## src/design/ihds_pkg.sv

```systemverilog
`timescale 1ns / 1ps
`default_nettype none

package ihds_pkg;

    typedef enum logic [1:0] {
        FMT_UNKNOWN = 2'd0,
        FMT_PNG     = 2'd1,
        FMT_BMP     = 2'd2,
        FMT_JPEG    = 2'd3
    } fmt_t;

    typedef enum logic [2:0] {
        PH_SEEK   = 3'd0,
        PH_RUN    = 3'd1,
        PH_LEN_HI = 3'd2,
        PH_LEN_LO = 3'd3,
        PH_BODY   = 3'd4,
        PH_DONE   = 3'd5,
        PH_FAIL   = 3'd6
    } phase_t;

    typedef struct packed {
        logic [7:0] data_byte;
        logic       last_byte;
    } byte_item_t;

    typedef struct packed {
        fmt_t        image_format;
        logic        dims_valid;
        logic [31:0] image_width;
        logic [31:0] image_height;
    } dims_result_t;

    // Marker bytes
    localparam logic [7:0] PNG_FIRST   = 8'd137;
    localparam logic [7:0] BMP_FIRST   = 8'h42;
    localparam logic [7:0] BMP_SECOND  = 8'h4D;
    localparam logic [7:0] JPEG_PREFIX = 8'hFF;
    localparam logic [7:0] JPEG_SOI    = 8'hD8;
    localparam logic [7:0] JPEG_EOI    = 8'hD9;

    // Header offsets
    localparam logic [4:0] OFF_MAX       = 5'd31;
    localparam logic [4:0] OFF_PNG_SIG   = 5'd8;
    localparam logic [4:0] OFF_IHDR      = 5'd12;
    localparam logic [4:0] OFF_PNG_W     = 5'd16;
    localparam logic [4:0] OFF_PNG_H     = 5'd20;
    localparam logic [4:0] OFF_PNG_END   = 5'd24;
    localparam logic [4:0] OFF_BMP_W     = 5'd18;
    localparam logic [4:0] OFF_BMP_H     = 5'd22;
    localparam logic [4:0] OFF_BMP_END   = 5'd26;
    localparam logic [4:0] MIN_LAST_PNG  = 5'd23;
    localparam logic [4:0] MIN_LAST_BMP  = 5'd25;
    localparam logic [4:0] MIN_LAST_JPEG = 5'd3;

    localparam logic [15:0] SEG_LEN_MIN = 16'd2;
    localparam logic [15:0] SOF_LEN_MIN = 16'd7;
    localparam logic [2:0]  PAYLOAD_MAX = 3'd7;

    function automatic logic [7:0] png_sig(input logic [2:0] idx);
        logic [7:0] v;
        case (idx)
            3'd0:    v = 8'd137;
            3'd1:    v = 8'd80;
            3'd2:    v = 8'd78;
            3'd3:    v = 8'd71;
            3'd4:    v = 8'd13;
            3'd5:    v = 8'd10;
            3'd6:    v = 8'd26;
            3'd7:    v = 8'd10;
            default: v = 8'd0;
        endcase
        return v;
    endfunction

    function automatic logic [7:0] ihdr_tag(input logic [1:0] idx);
        logic [7:0] v;
        case (idx)
            2'd0:    v = 8'h49;
            2'd1:    v = 8'h48;
            2'd2:    v = 8'h44;
            2'd3:    v = 8'h52;
            default: v = 8'h00;
        endcase
        return v;
    endfunction

    function automatic logic is_sof(input logic [7:0] m);
        return (m >= 8'hC0 && m <= 8'hC3) || (m >= 8'hC5 && m <= 8'hC7) ||
               (m >= 8'hC9 && m <= 8'hCB) || (m >= 8'hCD && m <= 8'hCF);
    endfunction

    // Place a byte at a little-endian lane of a 32-bit word
    function automatic logic [31:0] place_byte(input logic [7:0] b, input logic [1:0] lane);
        logic [31:0] v;
        case (lane)
            2'd0:    v = {24'd0, b};
            2'd1:    v = {16'd0, b, 8'd0};
            2'd2:    v = {8'd0, b, 16'd0};
            2'd3:    v = {b, 24'd0};
            default: v = 32'd0;
        endcase
        return v;
    endfunction

endpackage

`default_nettype wire

```

## src/design/ihds_if.sv

```systemverilog
`timescale 1ns / 1ps
`default_nettype none

interface ihds_byte_if;
    logic       valid;
    logic       ready;
    logic [7:0] data_byte;
    logic       last_byte;

    modport source (output valid, output data_byte, output last_byte, input ready);
    modport sink   (input valid, input data_byte, input last_byte, output ready);
endinterface

interface ihds_dims_if;
    logic        valid;
    logic        ready;
    logic [1:0]  image_format;
    logic        dims_valid;
    logic [31:0] image_width;
    logic [31:0] image_height;

    modport source (output valid, output image_format, output dims_valid,
                    output image_width, output image_height, input ready);
    modport sink   (input valid, input image_format, input dims_valid,
                    input image_width, input image_height, output ready);
endinterface

`default_nettype wire

```

## src/design/ihds_in_reg.sv

```systemverilog
`timescale 1ns / 1ps
`default_nettype none

module ihds_in_reg
    import ihds_pkg::*;
(
    input  wire logic       clk,
    input  wire logic       rst_n,
    ihds_byte_if.sink       byte_chan,
    input  wire logic       advance,
    output logic            item_valid,
    output byte_item_t      item
);

    logic       valid_reg;
    byte_item_t item_reg;

    // Take a new byte whenever the held one is empty or leaves this cycle
    assign byte_chan.ready = !valid_reg || advance;

    always_ff @(posedge clk or negedge rst_n)
    begin
        if (!rst_n)
        begin
            valid_reg <= 1'b0;
        end
        else if (byte_chan.ready)
        begin
            valid_reg <= byte_chan.valid;
        end
    end

    always_ff @(posedge clk)
    begin
        if (byte_chan.valid && byte_chan.ready)
        begin
            item_reg <= '{data_byte: byte_chan.data_byte, last_byte: byte_chan.last_byte};
        end
    end

    assign item_valid = valid_reg;
    assign item       = item_reg;

endmodule

`default_nettype wire

```

## src/design/ihds_parser.sv

```systemverilog
`timescale 1ns / 1ps
`default_nettype none

module ihds_parser
    import ihds_pkg::*;
(
    input  wire logic   clk,
    input  wire logic   rst_n,
    input  wire logic   item_valid,
    input  wire byte_item_t item,
    input  wire logic   out_free,
    output logic        advance,
    output logic        load,
    output dims_result_t result
);

    logic [4:0]  header_offset_reg,  header_offset_next;
    fmt_t        format_kind_reg,    format_kind_next;
    logic        header_failed_reg,  header_failed_next;
    logic [31:0] width_capture_reg,  width_capture_next;
    logic [31:0] height_capture_reg, height_capture_next;
    phase_t      jpeg_phase_reg,     jpeg_phase_next;
    logic        marker_is_frame_reg, marker_is_frame_next;
    logic [15:0] segment_left_reg,   segment_left_next;
    logic [2:0]  payload_index_reg,  payload_index_next;
    logic        frame_found_reg,    frame_found_next;

    logic [4:0]  off;
    logic [7:0]  b;
    logic [1:0]  lane;
    logic [15:0] seg_len;
    logic [15:0] seg_dec;
    logic [31:0] h_abs;
    logic        hdr_ok;

    // A last byte waits until the result register can take its result
    assign advance = item_valid && (!item.last_byte || out_free);
    assign load    = advance && item.last_byte;

    assign off     = header_offset_reg;
    assign b       = item.data_byte;
    assign lane    = 2'(off[1:0] - 2'd2);
    assign seg_len = {segment_left_reg[15:8], b};
    assign seg_dec = segment_left_reg - 16'd1;

    always_comb
    begin
        header_offset_next   = header_offset_reg;
        format_kind_next     = format_kind_reg;
        header_failed_next   = header_failed_reg;
        width_capture_next   = width_capture_reg;
        height_capture_next  = height_capture_reg;
        jpeg_phase_next      = jpeg_phase_reg;
        marker_is_frame_next = marker_is_frame_reg;
        segment_left_next    = segment_left_reg;
        payload_index_next   = payload_index_reg;
        frame_found_next     = frame_found_reg;
        result               = '0;
        h_abs                = '0;
        hdr_ok               = 1'b0;

        if (advance)
        begin
            if (!header_failed_reg)
            begin
                if (off == 5'd0)
                begin
                    case (b)
                        PNG_FIRST:   format_kind_next = FMT_PNG;
                        BMP_FIRST:   format_kind_next = FMT_BMP;
                        JPEG_PREFIX: format_kind_next = FMT_JPEG;
                        default:     header_failed_next = 1'b1;
                    endcase
                end
                else
                begin
                    case (format_kind_reg)
                        FMT_PNG:
                        begin
                            if (off < OFF_PNG_SIG)
                            begin
                                if (b != png_sig(off[2:0]))
                                begin
                                    header_failed_next = 1'b1;
                                end
                            end
                            else if (off >= OFF_IHDR && off < OFF_PNG_W)
                            begin
                                if (b != ihdr_tag(off[1:0]))
                                begin
                                    header_failed_next = 1'b1;
                                end
                            end
                            else if (off >= OFF_PNG_W && off < OFF_PNG_H)
                            begin
                                width_capture_next = {width_capture_reg[23:0], b};
                            end
                            else if (off >= OFF_PNG_H && off < OFF_PNG_END)
                            begin
                                height_capture_next = {height_capture_reg[23:0], b};
                            end
                        end
                        FMT_BMP:
                        begin
                            if (off == 5'd1)
                            begin
                                if (b != BMP_SECOND)
                                begin
                                    header_failed_next = 1'b1;
                                end
                            end
                            else if (off >= OFF_BMP_W && off < OFF_BMP_H)
                            begin
                                width_capture_next = width_capture_reg | place_byte(b, lane);
                            end
                            else if (off >= OFF_BMP_H && off < OFF_BMP_END)
                            begin
                                height_capture_next = height_capture_reg | place_byte(b, lane);
                            end
                        end
                        FMT_JPEG:
                        begin
                            if (off == 5'd1)
                            begin
                                if (b != JPEG_SOI)
                                begin
                                    header_failed_next = 1'b1;
                                end
                            end
                            else
                            begin
                                case (jpeg_phase_reg)
                                    PH_SEEK:
                                    begin
                                        if (b == JPEG_PREFIX)
                                        begin
                                            jpeg_phase_next = PH_RUN;
                                        end
                                    end
                                    PH_RUN:
                                    begin
                                        if (b == JPEG_SOI || b == JPEG_EOI)
                                        begin
                                            jpeg_phase_next = PH_SEEK;
                                        end
                                        else if (b != JPEG_PREFIX)
                                        begin
                                            marker_is_frame_next = is_sof(b);
                                            jpeg_phase_next      = PH_LEN_HI;
                                        end
                                    end
                                    PH_LEN_HI:
                                    begin
                                        segment_left_next = {b, 8'd0};
                                        jpeg_phase_next   = PH_LEN_LO;
                                    end
                                    PH_LEN_LO:
                                    begin
                                        if (seg_len < SEG_LEN_MIN ||
                                            (marker_is_frame_reg && seg_len < SOF_LEN_MIN))
                                        begin
                                            segment_left_next = seg_len;
                                            jpeg_phase_next   = PH_FAIL;
                                        end
                                        else
                                        begin
                                            segment_left_next  = seg_len - SEG_LEN_MIN;
                                            payload_index_next = 3'd0;
                                            jpeg_phase_next    = (seg_len == SEG_LEN_MIN) ?
                                                                 PH_SEEK : PH_BODY;
                                        end
                                    end
                                    PH_BODY:
                                    begin
                                        if (marker_is_frame_reg)
                                        begin
                                            if (payload_index_reg == 3'd1 ||
                                                payload_index_reg == 3'd2)
                                            begin
                                                height_capture_next =
                                                    {height_capture_reg[23:0], b};
                                            end
                                            else if (payload_index_reg == 3'd3 ||
                                                     payload_index_reg == 3'd4)
                                            begin
                                                width_capture_next =
                                                    {width_capture_reg[23:0], b};
                                            end
                                            if (payload_index_reg < PAYLOAD_MAX)
                                            begin
                                                payload_index_next = payload_index_reg + 3'd1;
                                            end
                                        end
                                        segment_left_next = seg_dec;
                                        if (seg_dec == 16'd0)
                                        begin
                                            if (marker_is_frame_reg)
                                            begin
                                                frame_found_next = 1'b1;
                                                jpeg_phase_next  = PH_DONE;
                                            end
                                            else
                                            begin
                                                jpeg_phase_next = PH_SEEK;
                                            end
                                        end
                                    end
                                    default:
                                    begin
                                    end
                                endcase
                            end
                        end
                        default:
                        begin
                        end
                    endcase
                end
            end

            if (off != OFF_MAX)
            begin
                header_offset_next = off + 5'd1;
            end

            if (item.last_byte)
            begin
                // Build the result from the updated captures, then clear for the next file
                h_abs = height_capture_next;
                if (!header_failed_next)
                begin
                    if (format_kind_next == FMT_PNG && off >= MIN_LAST_PNG)
                    begin
                        result.image_format = FMT_PNG;
                        hdr_ok              = 1'b1;
                    end
                    else if (format_kind_next == FMT_BMP && off >= MIN_LAST_BMP)
                    begin
                        result.image_format = FMT_BMP;
                        hdr_ok              = 1'b1;
                        if (height_capture_next[31])
                        begin
                            h_abs = 32'd0 - height_capture_next;
                        end
                    end
                    else if (format_kind_next == FMT_JPEG && off >= MIN_LAST_JPEG)
                    begin
                        result.image_format = FMT_JPEG;
                        hdr_ok              = frame_found_next;
                    end
                end
                result.dims_valid = hdr_ok && (width_capture_next != 32'd0) &&
                                    (h_abs != 32'd0);
                result.image_width  = result.dims_valid ? width_capture_next : 32'd0;
                result.image_height = result.dims_valid ? h_abs : 32'd0;

                header_offset_next   = '0;
                format_kind_next     = FMT_UNKNOWN;
                header_failed_next   = 1'b0;
                width_capture_next   = '0;
                height_capture_next  = '0;
                jpeg_phase_next      = PH_SEEK;
                marker_is_frame_next = 1'b0;
                segment_left_next    = '0;
                payload_index_next   = '0;
                frame_found_next     = 1'b0;
            end
        end
    end

    always_ff @(posedge clk or negedge rst_n)
    begin
        if (!rst_n)
        begin
            header_offset_reg   <= '0;
            format_kind_reg     <= FMT_UNKNOWN;
            header_failed_reg   <= 1'b0;
            width_capture_reg   <= '0;
            height_capture_reg  <= '0;
            jpeg_phase_reg      <= PH_SEEK;
            marker_is_frame_reg <= 1'b0;
            segment_left_reg    <= '0;
            payload_index_reg   <= '0;
            frame_found_reg     <= 1'b0;
        end
        else
        begin
            header_offset_reg   <= header_offset_next;
            format_kind_reg     <= format_kind_next;
            header_failed_reg   <= header_failed_next;
            width_capture_reg   <= width_capture_next;
            height_capture_reg  <= height_capture_next;
            jpeg_phase_reg      <= jpeg_phase_next;
            marker_is_frame_reg <= marker_is_frame_next;
            segment_left_reg    <= segment_left_next;
            payload_index_reg   <= payload_index_next;
            frame_found_reg     <= frame_found_next;
        end
    end

endmodule

`default_nettype wire

```

## src/design/ihds_out_reg.sv

```systemverilog
`timescale 1ns / 1ps
`default_nettype none

module ihds_out_reg
    import ihds_pkg::*;
(
    input  wire logic   clk,
    input  wire logic   rst_n,
    input  wire logic   load,
    input  wire dims_result_t result,
    output logic        out_free,
    ihds_dims_if.source dims_chan
);

    logic         valid_reg;
    dims_result_t result_reg;

    // Free when empty or when the held transaction leaves this cycle
    assign out_free = !valid_reg || dims_chan.ready;

    always_ff @(posedge clk or negedge rst_n)
    begin
        if (!rst_n)
        begin
            valid_reg <= 1'b0;
        end
        else if (load)
        begin
            valid_reg <= 1'b1;
        end
        else if (dims_chan.ready)
        begin
            valid_reg <= 1'b0;
        end
    end

    always_ff @(posedge clk)
    begin
        if (load)
        begin
            result_reg <= result;
        end
    end

    assign dims_chan.valid        = valid_reg;
    assign dims_chan.image_format = result_reg.image_format;
    assign dims_chan.dims_valid   = result_reg.dims_valid;
    assign dims_chan.image_width  = result_reg.image_width;
    assign dims_chan.image_height = result_reg.image_height;

endmodule

`default_nettype wire

```

## src/design/image_header_dimension_sniffer.sv

```systemverilog
// Image header dimension sniffer: tells PNG, BMP and JPEG files apart and reports
// their pixel width and height.
//
// byte_chan carries the file one byte per transaction, in file order; last_byte
// marks the final byte. dims_chan carries one transaction per file: the format
// code (0 unknown, 1 png, 2 bmp, 3 jpeg), dims_valid, and width and height
// (zero unless dims_valid). No transaction is produced for other bytes.
//
// Throughput: one byte per cycle, sustained across file boundaries, while the
// result register can take each result. Each byte passes one input register
// and then the combinational header/marker-walk logic; the result register is
// loaded from that logic. The last byte waits in the input register until the
// result register is free; the result then shows on dims_chan from there.
//
// Reset (rst_n low, asynchronous) empties both registers and puts the parser at
// the start of a file. The parser also returns to that state by itself after
// each last byte. When the receiver stalls, the result register holds its
// transaction; bytes of the next file keep flowing until its own last byte,
// which then waits in the input register and backpressures byte_chan.
`timescale 1ns / 1ps
`default_nettype none

module image_header_dimension_sniffer
    import ihds_pkg::*;
(
    input  wire logic   clk,
    input  wire logic   rst_n,
    ihds_byte_if.sink   byte_chan,
    ihds_dims_if.source dims_chan
);

    logic         item_valid;
    byte_item_t   item;
    logic         advance;
    logic         load;
    logic         out_free;
    dims_result_t result;

    // Input register: hold one byte in front of the parser
    ihds_in_reg u_in_reg (
        .clk        (clk),
        .rst_n      (rst_n),
        .byte_chan  (byte_chan),
        .advance    (advance),
        .item_valid (item_valid),
        .item       (item)
    );

    // Parser: advance the header/marker state, build the result on the last byte
    ihds_parser u_parser (
        .clk        (clk),
        .rst_n      (rst_n),
        .item_valid (item_valid),
        .item       (item),
        .out_free   (out_free),
        .advance    (advance),
        .load       (load),
        .result     (result)
    );

    // Result register: hold the transaction until the receiver takes it
    ihds_out_reg u_out_reg (
        .clk       (clk),
        .rst_n     (rst_n),
        .load      (load),
        .result    (result),
        .out_free  (out_free),
        .dims_chan (dims_chan)
    );

endmodule

`default_nettype wire

```

## src/flat_wrapper.sv

```systemverilog
// flat-port wrapper written by rule: the top's interface ports become plain ports
module image_header_dimension_sniffer_flat import ihds_pkg::*;
  (clk, rst_n, byte_chan_valid, byte_chan_data_byte, byte_chan_last_byte, byte_chan_ready, dims_chan_valid, dims_chan_image_format, dims_chan_dims_valid, dims_chan_image_width, dims_chan_image_height, dims_chan_ready);
  ihds_byte_if byte_chan_i ();
  ihds_dims_if dims_chan_i ();
  input  wire logic clk;
  input  wire logic rst_n;
  input wire logic [$bits(byte_chan_i.valid)-1:0] byte_chan_valid;
  input wire logic [$bits(byte_chan_i.data_byte)-1:0] byte_chan_data_byte;
  input wire logic [$bits(byte_chan_i.last_byte)-1:0] byte_chan_last_byte;
  output wire logic [$bits(byte_chan_i.ready)-1:0] byte_chan_ready;
  output wire logic [$bits(dims_chan_i.valid)-1:0] dims_chan_valid;
  output wire logic [$bits(dims_chan_i.image_format)-1:0] dims_chan_image_format;
  output wire logic [$bits(dims_chan_i.dims_valid)-1:0] dims_chan_dims_valid;
  output wire logic [$bits(dims_chan_i.image_width)-1:0] dims_chan_image_width;
  output wire logic [$bits(dims_chan_i.image_height)-1:0] dims_chan_image_height;
  input wire logic [$bits(dims_chan_i.ready)-1:0] dims_chan_ready;
  assign byte_chan_i.valid = byte_chan_valid;
  assign byte_chan_i.data_byte = byte_chan_data_byte;
  assign byte_chan_i.last_byte = byte_chan_last_byte;
  assign byte_chan_ready = byte_chan_i.ready;
  assign dims_chan_valid = dims_chan_i.valid;
  assign dims_chan_image_format = dims_chan_i.image_format;
  assign dims_chan_dims_valid = dims_chan_i.dims_valid;
  assign dims_chan_image_width = dims_chan_i.image_width;
  assign dims_chan_image_height = dims_chan_i.image_height;
  assign dims_chan_i.ready = dims_chan_ready;
  image_header_dimension_sniffer u_core (.clk(clk), .rst_n(rst_n), .byte_chan(byte_chan_i), .dims_chan(dims_chan_i));
endmodule
```

## config.mk

```make
export PLATFORM = sky130hd
export DESIGN_NAME = image_header_dimension_sniffer_flat
export DESIGN_NICKNAME = d
export VERILOG_FILES = /design/src/design/ihds_pkg.sv /design/src/design/ihds_if.sv /design/src/design/ihds_in_reg.sv /design/src/design/ihds_parser.sv /design/src/design/ihds_out_reg.sv /design/src/design/image_header_dimension_sniffer.sv /design/src/flat_wrapper.sv
export SDC_FILE = /design/constraint.sdc
export NUM_CORES = 1
export LEC_CHECK = 0
export BUFFER_PORTS_ARGS = -buffer_cell sky130_fd_sc_hd__buf_2
export CORE_ASPECT_RATIO = 1.1
export CORE_MARGIN = 2
export CORE_UTILIZATION = 25
export DETAILED_ROUTE_END_ITERATION = 12
export SKIP_CTS_REPAIR_TIMING = 1
export SLEW_MARGIN = 20
export SYNTH_ARGS = -nofsm -noshare
export SYNTH_HDL_FRONTEND = slang
export SYNTH_SLANG_ARGS = --single-unit
```

## constraint.sdc

```tcl
create_clock -name clk -period 5.07 [get_ports clk]
set_clock_uncertainty 0.1 [all_clocks]
set_input_delay 0.7605 -clock clk [delete_from_list [all_inputs] [get_ports clk]]
set_output_delay 0.7605 -clock clk [all_outputs]
set_load 0.02 [all_outputs]
```

==> out/metrics.csv <==
stage,metric,value,unit
critical_path,timing.critical_path.slowest_stage_cell,or4b_4,
critical_path,crit_path_end_kind,register,
critical_path,timing.rr.end,u_core.u_out_reg.dims_chan.image_width[11]$_SDFFCE_PN0P_,
floorplanning,core_area,0.0527,mm^2
critical_path,number_of_logic_stages_on_the_critical_path_including_buffering,17,
yosys,combinational_family_with_the_most_area_after_synthesis,compound AO/OA/AOI/OAI gates,
placed_design,preCtsSetupSlack,0.0523,ns
drt,wl_met2,23800,um
drt,num_vias,13800,
clocking,clock_tree_from_tritoncts,done,
clocking,clock_latency,0.50,ns
outcome,status,"finished, final reports clean",
timing,max_slew.worst_pin.slew,0.964,ns
timing,timing.final.ws_setup,0.0856,ns
floorplanning,chipHeight,247,um
drt,detail_route.wirelength,51000,um
timing,timing.final.crit_period,4.98,ns
critical_path,crit_path_max_incr_delay,0.54,ns
yosys,synth.ff_latch_count,174,
critical_path,required,5.22,ns
final_layout,antenna-diode-count,0,
drt,drc,0,
critical_path,critPathKind,register to register,
yosys,syn_area_per_cell,8.32,um^2
pwr,power.share.combinational,0.317,
pwr,sw_frac_of_total,0.368,
critical_path,reg_to_reg_critical_path_startpoint,u_core.u_parser.header_offset_reg[1]$_DFFE_PN0P_,
pwr,seq_power_share,0.370,
timing,finalSetupTns,0,ns
placed_design,place.port_buffers,81,
drt,wl_met1,21500,um
pwr,p_per_area,290,mW/mm^2
final_layout,mostFrequentLayoutCell,nand2_1,
yosys,synth_top_cell_by_area,dfrtp_1,
drt,post_drt_via_cell_ratio,5.75,
drt,detailroute.wirelength.met3,3750,um
global_routing,grt_util_overall,0.181,
clocking,cts_root_buffer,clkbuf_16,
clocking,cts_buffers,17,
timing,hold-worst-slack,0.283,ns
global_routing,grt_antenna_before_repair,0,
yosys,synth_cells,1610,
yosys,synth_xor_xnor_area_share,0.0320,
yosys,synth_top_cells_by_area,"dfrtp_1 18%, edfxtp_1 17%, nand2_1 5.6%",
drt,first_iter_violations,1344,
critical_path,start_kind,register,
final_layout,num-nets-final,1748,
floorplanning,die_area,0.0555,mm^2
critical_path,setup.reg_to_reg.worst_slack,0.09,ns
yosys,postSynth.asyncResetShare,0.563,
yosys,synth-edff-count,76,
yosys,synth_ff_type,dfrtp_1,
yosys,mappedNetlistArea,0.0134,mm^2
critical_path,reg2reg_depth,17,
drt,firstDrtPassIters,8,
yosys,synth.yosys.seq_area_share,0.353,
clocking,cts_num_sinks,174,
clocking,clk_transition_reported_paths,0.07,ns
global_routing,grt_first_pass_wirelength,78200,um
yosys,synth_warnings,0,
yosys,synth_compound_area_frac,0.300,
timing,maxSlewViolCount,0,
drt,route.top_layer_used,met4,
worst_hold_path,hold_path.class,input pin to asynchronous set/reset pin,
timing,finalSetupViolations,0,
final_layout,synthToLayoutAreaGrowth,19.5,%
floorplanning,start_util,0.254,
critical_path,critical_path_buf_inv_count,4,
yosys,synth_mux_area_frac,0.0226,
placed_design,dpl_hpwl,35100,um
pwr,worst_ir_drop_vdd,262,uV
yosys,synth_adder_area_share,0.0159,
global_routing,sum_of_overflow_across_all_layers_after_global_routing,0,
drt,routedWlPerCell,21.2,um
final_layout,fill_cells,5493,
timing,slew-limit-headroom,0.352,
critical_path,crit_path_max_fanout,16,
floorplanning,ios,82,
pwr,p_leak,5.85,nW
yosys,netlist.area_leader.share,0.183,
critical_path,crit_arrival,5.13,ns
timing,report.final.hold_viol_count,0,
final_layout,layout-drive-gt1-share,0.213,
clocking,cts-root-to-sink-buffers,2,
critical_path,cpLargestDelayFamily,simple AND/OR/NAND/NOR gates,
final_layout,most-common-layout-cells,"198 x nand2_1, 146 x o21ai_0, 133 x buf_4",
yosys,post_synth_num_cell_types,95,
floorplanning,rows,88,
job,cap_violations,0,
placed_design,place_congestion,0.931,
pwr,clkPwrFrac,0.314,
yosys,mappedNetlistNets,1640,
yosys,synthesized_area_fraction_occupied_by_and_or_nand_nor_cells,0.219,
clocking,cts_htree_levels,4,
timing,achievable_freq,201,MHz
global_routing,maximum_number_of_pins_on_one_net_before_global_route_repair,70,
pwr,p_int,2.93,mW
drt,final_antenna_net_count,0,
pwr,power.switching,1.71,mW
critical_path,cp_cell_sequence,inv_1 -> ha_2 -> or4b_4 -> buf_4 -> and2_1 -> a221oi_1 -> o21ai_1 -> a22oi_1 -> nand2_2 -> nor4_4 -> a32oi_1 -> a2111oi_2 -> nand4_1 -> nor4_4 -> buf_4 -> buf_12 -> nor2_2,
timing,final.period_utilization,0.983,
global_routing,first_global_vias,13400,
floorplanning,die_width,225,um
## logic make-up after synthesis
logic type / Yosys count
compound gates: 585
fa+ha+maj: 17
simple gates: 576
buf+inv: 179
xor+xnor: 49
flops: 174
mux: 30
## power by group through the flow
stage               logic, mW  registers (mW)  clock network [mW]
finish                   1.47            1.71                1.46
global route             1.59            1.73                1.55
CTS                      1.36            1.70                1.51
detailed placement       1.36            1.73                   0
global placement         1.34            1.73                   0
floorplan               0.965            1.69                   0
## synth_stat cells (all sizes together) (11+ instances only)
cell / count
o22ai: 28
a22oi: 14
o211ai: 23
and2: 22
clkbuf: 91
a21oi: 117
a211oi: 11
nand2: 200
a22o: 44
and3: 11
nand2b: 19
xor2: 24
o21ai: 159
dfrtp: 98
a2111oi: 11
nor3: 36
mux2i: 28
buf: 41
a2bb2oi: 33
edfxtp: 76
xnor2: 25
inv: 45
o31ai: 14
nand3: 24
ha: 17
nor2b: 19
nand4b: 11
a31oi: 23
o221a: 16
nor4: 20
nand4: 16
nor2: 147
a221oi: 18
## per-layer routing
metal	vias to the layer above	global-route usage
met5	-	0
met4	0	0.0915
met2	674	0.290
met3	134	0.0408
met1	6786	0.229
li1	6240	-
## per-stage QoR
| step | utilization | instance area (um^2) | std cells | total power, mW |
|---|---|---|---|---|
| floorplan | - | 13400 | 1610 | 2.65 |
| global placement | 0.287 | 15100 | 2360 | 3.07 |
| detailed placement | 0.287 | 15100 | 2360 | 3.09 |
| CTS | 0.298 | 15700 | 2392 | 4.57 |
| global route | 0.304 | 16000 | 2406 | 4.87 |
| finish | 0.304 | 16000 | 2406 | 4.64 |
## worst register-to-register path, stage by stage, from the launching register on
cell       delay [ns]
dfrtp_1          0.38
inv_1            0.11
ha_2             0.25
or4b_4           0.54
buf_4            0.17
and2_1           0.28
a221oi_1         0.33
o21ai_1          0.13
a22oi_1          0.26
nand2_2          0.20
nor4_4           0.38
a32oi_1          0.13
a2111oi_2        0.41
nand4_1          0.27
nor4_4           0.34
buf_4            0.21
buf_12           0.18
nor2_2           0.06
## how the worst max path moves through the flow
stage / from / endpoint
final: u_core.u_parser.header_offset_reg[1]$_DFFE_PN0P_ / u_core.u_out_reg.dims_chan.image_width[11]$_SDFFCE_PN0P_
after global routing: u_core.u_parser.header_offset_reg[1]$_DFFE_PN0P_ / u_core.u_out_reg.dims_chan.image_width[31]$_SDFFCE_PN0P_
after CTS: u_core.u_parser.header_offset_reg[1]$_DFFE_PN0P_ / u_core.u_out_reg.dims_chan.image_width[30]$_SDFFCE_PN0P_
after detailed placement: u_core.u_parser.header_offset_reg[1]$_DFFE_PN0P_ / u_core.u_out_reg.dims_chan.image_width[30]$_SDFFCE_PN0P_
after global placement: u_core.u_parser.header_offset_reg[1]$_DFFE_PN0P_ / u_core.u_out_reg.dims_chan.image_width[30]$_SDFFCE_PN0P_
after floorplan: u_core.u_parser.header_offset_reg[1]$_DFFE_PN0P_ / u_core.u_out_reg.dims_chan.dims_valid$_SDFFCE_PN0P_
## cell type report
cell class / instances / area [um^2] / share of cell area
Clock buffer: 20 / 437 / 0.0273
Clock inverter: 12 / 186 / 0.0116
Inverter: 47 / 176 / 0.0110
Multi-Input combinational cell: 1258 / 8090 / 0.505
Sequential cell: 174 / 4740 / 0.296
Tap cell: 675 / 845 / 0.0527
Timing Repair Buffer: 220 / 1540 / 0.0964
(Power assumes the default switching activity.)
